**src/sv/jsu_pkg.sv**
```systemverilog
// package for the json string unescaper: decode modes, result and error codes,
// the utf-8 checker state and its step function, and the utf-8 encoder
// no dependencies
package jsu_pkg;

    typedef enum logic [3:0] {
        MODE_WAIT   = 4'd0,
        MODE_STR    = 4'd1,
        MODE_ESC    = 4'd2,
        MODE_HEX1   = 4'd3,
        MODE_NEEDBS = 4'd4,
        MODE_NEEDU  = 4'd5,
        MODE_HEX2   = 4'd6,
        MODE_SKIP   = 4'd7
    } mode_t;

    localparam logic [1:0] KIND_DATA = 2'd0;
    localparam logic [1:0] KIND_DONE = 2'd1;
    localparam logic [1:0] KIND_ERR  = 2'd2;

    localparam logic [3:0] ERR_NONE        = 4'd0;
    localparam logic [3:0] ERR_NO_QUOTE    = 4'd1;
    localparam logic [3:0] ERR_CONTROL     = 4'd2;
    localparam logic [3:0] ERR_BAD_ESC     = 4'd3;
    localparam logic [3:0] ERR_TRUNC_ESC   = 4'd4;
    localparam logic [3:0] ERR_TRUNC_UNI   = 4'd5;
    localparam logic [3:0] ERR_BAD_HEX     = 4'd6;
    localparam logic [3:0] ERR_LONE_HIGH   = 4'd7;
    localparam logic [3:0] ERR_BAD_LOW     = 4'd8;
    localparam logic [3:0] ERR_LONE_LOW    = 4'd9;
    localparam logic [3:0] ERR_BAD_UTF8    = 4'd10;
    localparam logic [3:0] ERR_UNTERM      = 4'd11;

    localparam logic [7:0] CH_QUOTE = 8'h22;
    localparam logic [7:0] CH_BSLASH = 8'h5c;
    localparam logic [7:0] CH_SLASH = 8'h2f;
    localparam logic [7:0] CH_U = 8'h75;
    localparam logic [7:0] CH_SPACE = 8'h20;

    localparam logic [2:0] RANGE_FULL = 3'd0;
    localparam logic [2:0] RANGE_A0BF = 3'd1;
    localparam logic [2:0] RANGE_809F = 3'd2;
    localparam logic [2:0] RANGE_90BF = 3'd3;
    localparam logic [2:0] RANGE_808F = 3'd4;

    typedef struct packed {
        logic [1:0] pending;
        logic [2:0] range_cls;
        logic       invalid;
    } u8_t;

    typedef struct packed {
        logic [1:0] kind;
        logic [7:0] data;
        logic [3:0] err;
    } res_t;

    typedef struct packed {
        logic [2:0]      cnt;
        logic [3:0][7:0] bytes;
    } enc_t;

    function automatic u8_t utf8_feed(u8_t s, logic [7:0] b);
        u8_t        r;
        logic [7:0] lo;
        logic [7:0] hi;
        r  = s;
        lo = 8'h80;
        hi = 8'hbf;
        if (s.pending != 2'd0)
        begin
            priority case (s.range_cls)
                RANGE_A0BF: lo = 8'ha0;
                RANGE_809F: hi = 8'h9f;
                RANGE_90BF: lo = 8'h90;
                RANGE_808F: hi = 8'h8f;
                default:    lo = 8'h80;
            endcase
            if (b >= lo && b <= hi)
            begin
                r.pending = s.pending - 2'd1;
            end
            else
            begin
                r.invalid = 1'b1;
                r.pending = 2'd0;
            end
            r.range_cls = RANGE_FULL;
        end
        else if (b <= 8'h7f)
        begin
            r = s;
        end
        else if (b >= 8'hc2 && b <= 8'hdf)
        begin
            r.pending   = 2'd1;
            r.range_cls = RANGE_FULL;
        end
        else if (b == 8'he0)
        begin
            r.pending   = 2'd2;
            r.range_cls = RANGE_A0BF;
        end
        else if (b == 8'hed)
        begin
            r.pending   = 2'd2;
            r.range_cls = RANGE_809F;
        end
        else if (b >= 8'he1 && b <= 8'hef)
        begin
            r.pending   = 2'd2;
            r.range_cls = RANGE_FULL;
        end
        else if (b == 8'hf0)
        begin
            r.pending   = 2'd3;
            r.range_cls = RANGE_90BF;
        end
        else if (b >= 8'hf1 && b <= 8'hf3)
        begin
            r.pending   = 2'd3;
            r.range_cls = RANGE_FULL;
        end
        else if (b == 8'hf4)
        begin
            r.pending   = 2'd3;
            r.range_cls = RANGE_808F;
        end
        else
        begin
            r.invalid = 1'b1;
        end
        return r;
    endfunction

    function automatic enc_t utf8_encode(logic [20:0] cp);
        enc_t e;
        e.bytes = '0;
        if (cp <= 21'h7f)
        begin
            e.cnt      = 3'd1;
            e.bytes[0] = cp[7:0];
        end
        else if (cp <= 21'h7ff)
        begin
            e.cnt      = 3'd2;
            e.bytes[0] = {3'b110, cp[10:6]};
            e.bytes[1] = {2'b10, cp[5:0]};
        end
        else if (cp <= 21'hffff)
        begin
            e.cnt      = 3'd3;
            e.bytes[0] = {4'b1110, cp[15:12]};
            e.bytes[1] = {2'b10, cp[11:6]};
            e.bytes[2] = {2'b10, cp[5:0]};
        end
        else
        begin
            e.cnt      = 3'd4;
            e.bytes[0] = {5'b11110, cp[20:18]};
            e.bytes[1] = {2'b10, cp[17:12]};
            e.bytes[2] = {2'b10, cp[11:6]};
            e.bytes[3] = {2'b10, cp[5:0]};
        end
        return e;
    endfunction

endpackage

```
**src/sv/jsu_if.sv**
```systemverilog
// valid/ready channel interfaces for the json string unescaper:
// the byte input channel and the result output channel
// no dependencies
interface jsu_in_if;
    logic       valid;
    logic       ready;
    logic [7:0] in_byte;
    logic       line_end;

    modport source (output valid, output in_byte, output line_end, input ready);
    modport sink (input valid, input in_byte, input line_end, output ready);
endinterface

interface jsu_out_if;
    logic       valid;
    logic       ready;
    logic [1:0] result_kind;
    logic [7:0] out_byte;
    logic [3:0] error_code;
    logic       last;

    modport source (output valid, output result_kind, output out_byte,
                    output error_code, output last, input ready);
    modport sink (input valid, input result_kind, input out_byte,
                  input error_code, input last, output ready);
endinterface

```
**src/sv/json_string_unescape_utf8.sv**
```systemverilog
// json string unescaper: line bytes in, decoded utf-8 bytes and status out
// depends on jsu_pkg and the channel interfaces in jsu_if.sv
// latency: first result of an item is offered the cycle after its transfer
// throughput: one item per cycle while out_ch is ready; an item decoding to n results holds input
//   until the single result port has drained the last of them from the 4-entry buffer
// reset: rst_n asynchronous active low, decoder waits for an opening quote
module json_string_unescape_utf8
    import jsu_pkg::*;
(
    input  logic              clk,
    input  logic              rst_n,
    jsu_in_if.sink            in_ch,
    jsu_out_if.source         out_ch
);

    mode_t       mode_reg, mode_next;
    logic [15:0] acc_reg, acc_next;
    logic [2:0]  pos_reg, pos_next;
    logic        bad_reg, bad_next;
    logic [9:0]  high_reg, high_next;
    u8_t         u8_reg, u8_next;

    res_t        res_reg [4];
    res_t        res_next [4];
    logic [2:0]  cnt_reg, cnt_next;
    logic [1:0]  rd_reg;

    logic        in_xfer;
    logic        out_xfer;
    logic        out_last;

    logic        term;
    res_t        term_res;
    enc_t        dat;
    logic [7:0]  b;
    logic [3:0]  digit;
    logic        is_hex;
    logic [15:0] acc_new;
    logic [2:0]  pos_new;
    logic        bad_new;
    logic [20:0] cp;
    u8_t         u8_tmp;

    assign out_ch.valid       = (cnt_reg != 3'd0);
    assign out_ch.result_kind = res_reg[rd_reg].kind;
    assign out_ch.out_byte    = res_reg[rd_reg].data;
    assign out_ch.error_code  = res_reg[rd_reg].err;
    assign out_last           = ({1'b0, rd_reg} == (cnt_reg - 3'd1));
    assign out_ch.last        = out_last;
    assign out_xfer           = out_ch.valid && out_ch.ready;
    assign in_ch.ready        = (cnt_reg == 3'd0) || (out_xfer && out_last);
    assign in_xfer            = in_ch.valid && in_ch.ready;

    always_comb
    begin
        b         = in_ch.in_byte;
        mode_next = mode_reg;
        acc_next  = acc_reg;
        pos_next  = pos_reg;
        bad_next  = bad_reg;
        high_next = high_reg;
        u8_next   = u8_reg;
        term      = 1'b0;
        term_res  = '{kind: KIND_ERR, data: 8'd0, err: ERR_NONE};
        dat       = '0;
        cp        = '0;
        is_hex    = 1'b1;
        digit     = 4'd0;

        if (b >= 8'h30 && b <= 8'h39)
        begin
            digit = 4'(b - 8'h30);
        end
        else if (b >= 8'h61 && b <= 8'h66)
        begin
            digit = 4'(b - 8'h57);
        end
        else if (b >= 8'h41 && b <= 8'h46)
        begin
            digit = 4'(b - 8'h37);
        end
        else
        begin
            is_hex = 1'b0;
        end
        acc_new = {acc_reg[11:0], digit};
        pos_new = pos_reg + 3'd1;
        bad_new = bad_reg || !is_hex;

        if (in_ch.line_end)
        begin
            mode_next = MODE_WAIT;
            unique case (mode_reg)
                MODE_STR:
                begin
                    term         = 1'b1;
                    term_res.err = ERR_UNTERM;
                end
                MODE_ESC:
                begin
                    term         = 1'b1;
                    term_res.err = ERR_TRUNC_ESC;
                end
                MODE_HEX1, MODE_HEX2:
                begin
                    term         = 1'b1;
                    term_res.err = ERR_TRUNC_UNI;
                end
                MODE_NEEDBS, MODE_NEEDU:
                begin
                    term         = 1'b1;
                    term_res.err = ERR_LONE_HIGH;
                end
                default:
                begin
                    term = 1'b0;
                end
            endcase
        end
        else
        begin
            unique case (mode_reg)
                MODE_WAIT:
                begin
                    if (b == CH_QUOTE)
                    begin
                        acc_next  = '0;
                        pos_next  = '0;
                        bad_next  = 1'b0;
                        high_next = '0;
                        u8_next   = '0;
                        mode_next = MODE_STR;
                    end
                    else
                    begin
                        term         = 1'b1;
                        term_res.err = ERR_NO_QUOTE;
                        mode_next    = MODE_SKIP;
                    end
                end
                MODE_STR:
                begin
                    if (b == CH_QUOTE)
                    begin
                        term      = 1'b1;
                        mode_next = MODE_WAIT;
                        if (u8_reg.invalid || u8_reg.pending != 2'd0)
                        begin
                            term_res.err = ERR_BAD_UTF8;
                        end
                        else
                        begin
                            term_res.kind = KIND_DONE;
                        end
                    end
                    else if (b < CH_SPACE)
                    begin
                        term         = 1'b1;
                        term_res.err = ERR_CONTROL;
                        mode_next    = MODE_SKIP;
                    end
                    else if (b == CH_BSLASH)
                    begin
                        mode_next = MODE_ESC;
                    end
                    else
                    begin
                        dat.cnt      = 3'd1;
                        dat.bytes[0] = b;
                    end
                end
                MODE_ESC:
                begin
                    mode_next = MODE_STR;
                    dat.cnt   = 3'd1;
                    priority case (b)
                        CH_QUOTE, CH_BSLASH, CH_SLASH: dat.bytes[0] = b;
                        8'h62: dat.bytes[0] = 8'h08;
                        8'h66: dat.bytes[0] = 8'h0c;
                        8'h6e: dat.bytes[0] = 8'h0a;
                        8'h72: dat.bytes[0] = 8'h0d;
                        8'h74: dat.bytes[0] = 8'h09;
                        CH_U:
                        begin
                            dat.cnt   = 3'd0;
                            acc_next  = '0;
                            pos_next  = '0;
                            bad_next  = 1'b0;
                            mode_next = MODE_HEX1;
                        end
                        default:
                        begin
                            dat.cnt      = 3'd0;
                            term         = 1'b1;
                            term_res.err = ERR_BAD_ESC;
                            mode_next    = MODE_SKIP;
                        end
                    endcase
                end
                MODE_HEX1, MODE_HEX2:
                begin
                    acc_next = acc_new;
                    pos_next = pos_new;
                    bad_next = bad_new;
                    if (pos_new >= 3'd4)
                    begin
                        if (bad_new)
                        begin
                            term         = 1'b1;
                            term_res.err = ERR_BAD_HEX;
                            mode_next    = MODE_SKIP;
                        end
                        else if (mode_reg == MODE_HEX1)
                        begin
                            if (acc_new >= 16'hd800 && acc_new <= 16'hdbff)
                            begin
                                high_next = acc_new[9:0];
                                mode_next = MODE_NEEDBS;
                            end
                            else if (acc_new >= 16'hdc00 && acc_new <= 16'hdfff)
                            begin
                                term         = 1'b1;
                                term_res.err = ERR_LONE_LOW;
                                mode_next    = MODE_SKIP;
                            end
                            else
                            begin
                                cp        = {5'd0, acc_new};
                                dat       = utf8_encode(cp);
                                mode_next = MODE_STR;
                            end
                        end
                        else
                        begin
                            if (acc_new < 16'hdc00 || acc_new > 16'hdfff)
                            begin
                                term         = 1'b1;
                                term_res.err = ERR_BAD_LOW;
                                mode_next    = MODE_SKIP;
                            end
                            else
                            begin
                                cp        = 21'h10000 + {1'b0, high_reg, acc_new[9:0]};
                                dat       = utf8_encode(cp);
                                mode_next = MODE_STR;
                            end
                        end
                    end
                end
                MODE_NEEDBS:
                begin
                    if (b == CH_BSLASH)
                    begin
                        mode_next = MODE_NEEDU;
                    end
                    else
                    begin
                        term         = 1'b1;
                        term_res.err = ERR_LONE_HIGH;
                        mode_next    = MODE_SKIP;
                    end
                end
                MODE_NEEDU:
                begin
                    if (b == CH_U)
                    begin
                        acc_next  = '0;
                        pos_next  = '0;
                        bad_next  = 1'b0;
                        mode_next = MODE_HEX2;
                    end
                    else
                    begin
                        term         = 1'b1;
                        term_res.err = ERR_LONE_HIGH;
                        mode_next    = MODE_SKIP;
                    end
                end
                default:
                begin
                    mode_next = MODE_SKIP;
                end
            endcase
        end

        // utf-8 check runs over the decoded bytes of this item in order
        u8_tmp = u8_next;
        for (int i = 0; i < 4; i++)
        begin
            if (3'(i) < dat.cnt)
            begin
                u8_tmp = utf8_feed(u8_tmp, dat.bytes[i]);
            end
        end
        u8_next = u8_tmp;

        for (int i = 0; i < 4; i++)
        begin
            res_next[i] = '{kind: KIND_DATA, data: dat.bytes[i], err: ERR_NONE};
        end
        if (term)
        begin
            res_next[0] = term_res;
            cnt_next    = 3'd1;
        end
        else
        begin
            cnt_next = dat.cnt;
        end
    end

    always_ff @(posedge clk or negedge rst_n)
    begin
        if (!rst_n)
        begin
            mode_reg <= MODE_WAIT;
            acc_reg  <= '0;
            pos_reg  <= '0;
            bad_reg  <= 1'b0;
            high_reg <= '0;
            u8_reg   <= '0;
            cnt_reg  <= '0;
            rd_reg   <= '0;
        end
        else
        begin
            if (in_xfer)
            begin
                mode_reg <= mode_next;
                acc_reg  <= acc_next;
                pos_reg  <= pos_next;
                bad_reg  <= bad_next;
                high_reg <= high_next;
                u8_reg   <= u8_next;
                cnt_reg  <= cnt_next;
                rd_reg   <= '0;
            end
            else if (out_xfer)
            begin
                if (out_last)
                begin
                    cnt_reg <= '0;
                    rd_reg  <= '0;
                end
                else
                begin
                    rd_reg <= rd_reg + 2'd1;
                end
            end
        end
    end

    // result buffer payload
    always_ff @(posedge clk)
    begin
        if (in_xfer)
        begin
            for (int i = 0; i < 4; i++)
            begin
                res_reg[i] <= res_next[i];
            end
        end
    end

endmodule

```
**src/flat_wrapper.sv**
```systemverilog
// flat-port wrapper written by rule: the top's interface ports become plain ports
module json_string_unescape_utf8_flat import jsu_pkg::*;
  (clk, rst_n, in_ch_valid, in_ch_in_byte, in_ch_line_end, in_ch_ready, out_ch_valid, out_ch_result_kind, out_ch_out_byte, out_ch_error_code, out_ch_last, out_ch_ready);
  jsu_in_if in_ch_i ();
  jsu_out_if out_ch_i ();
  input  logic clk;
  input  logic rst_n;
  input wire logic [$bits(in_ch_i.valid)-1:0] in_ch_valid;
  input wire logic [$bits(in_ch_i.in_byte)-1:0] in_ch_in_byte;
  input wire logic [$bits(in_ch_i.line_end)-1:0] in_ch_line_end;
  output wire logic [$bits(in_ch_i.ready)-1:0] in_ch_ready;
  output wire logic [$bits(out_ch_i.valid)-1:0] out_ch_valid;
  output wire logic [$bits(out_ch_i.result_kind)-1:0] out_ch_result_kind;
  output wire logic [$bits(out_ch_i.out_byte)-1:0] out_ch_out_byte;
  output wire logic [$bits(out_ch_i.error_code)-1:0] out_ch_error_code;
  output wire logic [$bits(out_ch_i.last)-1:0] out_ch_last;
  input wire logic [$bits(out_ch_i.ready)-1:0] out_ch_ready;
  assign in_ch_i.valid = in_ch_valid;
  assign in_ch_i.in_byte = in_ch_in_byte;
  assign in_ch_i.line_end = in_ch_line_end;
  assign in_ch_ready = in_ch_i.ready;
  assign out_ch_valid = out_ch_i.valid;
  assign out_ch_result_kind = out_ch_i.result_kind;
  assign out_ch_out_byte = out_ch_i.out_byte;
  assign out_ch_error_code = out_ch_i.error_code;
  assign out_ch_last = out_ch_i.last;
  assign out_ch_i.ready = out_ch_ready;
  json_string_unescape_utf8 u_core (.clk(clk), .rst_n(rst_n), .in_ch(in_ch_i), .out_ch(out_ch_i));
endmodule
```
**config.mk**
```make
export PLATFORM = sky130hd
export DESIGN_NAME = json_string_unescape_utf8_flat
export DESIGN_NICKNAME = d
export VERILOG_FILES = /design/src/sv/jsu_pkg.sv /design/src/sv/jsu_if.sv /design/src/sv/json_string_unescape_utf8.sv /design/src/flat_wrapper.sv
export SDC_FILE = /design/constraint.sdc
export NUM_CORES = 1
export LEC_CHECK = 0
export BUFFER_PORTS_ARGS = -buffer_cell sky130_fd_sc_hd__buf_4
export CAP_MARGIN = 20
export CORE_ASPECT_RATIO = 0.75
export CORE_MARGIN = 10
export CORE_UTILIZATION = 31
export DETAILED_ROUTE_END_ITERATION = 8
export PLACE_DENSITY = 0.49
export SYNTH_ARGS = -nofsm -noshare
export SYNTH_HDL_FRONTEND = slang
export SYNTH_SLANG_ARGS = --single-unit
```
**constraint.sdc**
```tcl
create_clock -name clk -period 8 [get_ports clk]
set_input_delay 0.8 -clock clk [delete_from_list [all_inputs] [get_ports clk]]
set_output_delay 0.8 -clock clk [all_outputs]
set_load 0.01 [all_outputs]
```
==> impl_metrics.yaml <==
synthesis:
  synthTopCellsByArea: "edfxtp_1 15%, dfrtp_1 15%, ha_1 5.5%"
  synth_edf_count: 35
  synth-main-ff-cell: "dfrtp_1"
  synth_common_cells: "99 x nand2_1, 83 x nor2_1, 52 x o21ai_0"
  synth.ff_latch_count: 75
  post-synth-top-count-cell: "nand2_1"
  ys.warnings.count: 0
  synth_cell_type_count: 100
  synth-async-reset-ratio_pct: 53.3
  synth.avg_cell_area_um2: 8.27
  synth_area_mm2: 0.00685
  postSynthCellCount: 829
  synth-seq-area-share_pct: 29.9
  syn_nets: 872
  yosysTopAreaCell: "edfxtp_1"
  synthDominantCellAreaShare_pct: 15.3
critical_path:
  path_class: "primary input to flip-flop"
  cpPeakStageDelay_ps: 530
  cpMostUsedCell: "ha_2"
  reg2reg_depth: 34
  crit_family: "simple AND/OR/NAND/NOR gates"
  crit_slowest_cell: "or4_4"
  end_kind: "flip-flop"
  worstPathRequired_ps: 8240
  crit_fanout: 6
  critPathLaunchType: "primary input"
  worst-path-buf-inv: 6
  critical_path_depth: 37
  arrival_ps: 8040
clocking:
  path_clk_slew_ps: 70
  htree_levels: 3
  max-clock-path-buffers: 2
  clock_latency_ps: 360
  clock-sinks: 75
  tritoncts: "built"
  root_buffer: "clkbuf_16"
  cts_made_buffers: 9
sta:
  clock.fmax_mhz: 128
  tightestPinTransition_ps: 777
  min_period_ps: 7800
  relSlewSlack_pct: 48.1
  slew_violations: 0
  hold_slack_ps: 439
  setup_viol: 0
  setup_ws_ps: 195
  period_share_pct: 97.6
  fin_worst_skew_ps: 14.6
  hold_viol: 0
routing:
  vias_per_cell: 5.49
  vias: 7142
  avgRoutedWirePerCell_um: 19.2
  dr.pass1.iters: 5
  drt-initial-drc-count: 798
  drtAntennaViolNets: 0
  drt-total-wl_um: 25000
  drcViolationCount: 0
power:
  switching_share_pct: 37.2
  internal-power_mw: 1.11
  ir_worst_vdd_uv: 85.2
  pwr-share-comb_pct: 44.6
  p_sw_uw: 658
  leakage_nw: 3.83
  clockPowerShare_pct: 24.6
  p_per_area_mw_per_mm2: 189
  p_seq_share_pct: 30.8
finish:
  fill_cells: 2200
  drive_gt1_share_pct: 33.3
  antenna_cells: 0
  fin_util_pct: 42.8
  largest_reg_flops: 35
  design_area_mm2: 0.00936
  nets: 1047
  areaGrowthSynthToFinish_pct: 36.5
  stdcell_count: 1302
die:
  std_cell_rows: 47
  die_w_um: 192
  io_pins: 30
  initial_core_util_pct: 31.3
  die_h_um: 149
  coreArea_mm2: 0.0219
  die_area_mm2: 0.0285
placed_design:
  portBuffers: 29
  dp_cells: 1242
  dp_worst_setup_slack_ps: -462
  place_area_mm2: 0.00832
  dp_hpwl_um: 18900
  gp_congestion: 0.952
worst_hold_path:
  min_path_type: "primary input to async pin"
grt:
  grt_pass1_wl_um: 38800
  grt-ovfl-total: 0
  antenna_found_initial: 0
  grt_pass1_vias: 6736
  grt_max_degree: 41
  grt_usage_pct: 17.3
run_status:
  status: "finished, final reports clean"
run:
  drv_cap: 0
-- layer usage --
| metal | wire, um | global-route usage [%] | up-vias |
|---|---|---|---|
| met3 | 1730 | 2.90 | 29 |
| li1 | - | - | 3433 |
| met2 | 10300 | 24.4 | 269 |
| met4 | 483 | 4.56 | 0 |
| met5 | 0 | 0 | - |
| met1 | 12500 | 26.2 | 3411 |
-- cell usage in the layout, fill, tap and decap left out, types with 6 or more instances in the layout --
master	instances
nor2_1	80
nor4_1	7
nand2_1	97
a21o_1	10
inv_1	28
ha_4	6
buf_4	200
a22oi_1	6
buf_6	9
or3_1	12
nand2b_1	15
o211ai_1	7
nor3_1	16
a21oi_2	8
and2_1	17
o21ai_0	51
and3_1	12
a211o_1	7
inv_2	6
a21oi_1	45
nor2b_1	13
mux4_2	7
dfrtp_1	40
mux2_2	6
clkbuf_16	9
o31ai_1	10
xnor2_1	6
nand3_1	25
a31oi_1	9
ha_1	19
a211oi_1	8
nand4_1	6
edfxtp_1	35
-- timing repair --
action	4_1_cts	5_1_grt
hold endpoints to repair	0	0
pin swaps	28	46
hold buffers	0	0
setup buffers	25	22
gates resized for setup	33	47
endpoints found under the setup margin	3	6
-- cells by family (layout without fill, tap and decap cells) --
family | after synthesis | after routing | synth area share, %
AOI/OAI and AO/OA | 244 | 244 | 25.8
xor gates and xnor gates | 10 | 10 | 1.28
adders and majority gates | 30 | 30 | 5.48
buffers and inverters | 81 | 260 | 4.71
DFF | 75 | 75 | 29.9
muxes | 21 | 21 | 4.53
and+or+nand+nor | 368 | 368 | 28.3
-- worst reg2reg max path: cells and delay by family (launching register included) --
kind | cells | cell delay (ps)
DFF | 1 | 470
AOI/OAI and AO/OA | 12 | 2220
buffers and inverters | 7 | 1010
adders and majority gates | 3 | 660
muxes | 1 | 140
and+or+nand+nor | 11 | 3070
-- path summary, 6_finish.rpt --
check                              startpoint                 end  slack (ps)
min                                     rst_n  u_core.mode_reg[0]         440
min in group clk            u_core.cnt_reg[1]   u_core.cnt_reg[1]         480
max reg2reg                u_core.mode_reg[0]    u_core.u8_reg[0]         320
max                          in_ch_in_byte[1]    u_core.u8_reg[0]         200
max in group asynchronous               rst_n  u_core.high_reg[0]        7120
min reg2reg                 u_core.cnt_reg[1]   u_core.cnt_reg[1]         480
-- cell type report --
class	count	area, um2	area share, %
Multi-Input combinational cell	673	4890	52.2
Sequential cell	75	2050	21.9
Timing Repair Buffer	210	1620	17.3
Tap cell	294	368	3.93
Clock buffer	12	236	2.53
Inverter	35	131	1.40
Clock inverter	3	63.8	0.682
-- per-stage QoR --
stage / setup TNS [ps] / total power, mW
final: 0 / 1.77
after global routing: -106 / 1.89
after CTS: 0 / 1.75
after detailed placement: -1220 / 1.28
after global placement: -722 / 1.29
after floorplan: 0 / 0.991
-- power groups by stage --
stage / clock, mW / sequential, mW / combinational, mW
after detailed placement: 0 / 0.551 / 0.734
after floorplan: 0 / 0.513 / 0.477
after global placement: 0 / 0.551 / 0.736
after global routing: 0.459 / 0.555 / 0.872
after CTS: 0.446 / 0.544 / 0.756
final: 0.436 / 0.545 / 0.791
(Power assumes the default switching activity.)
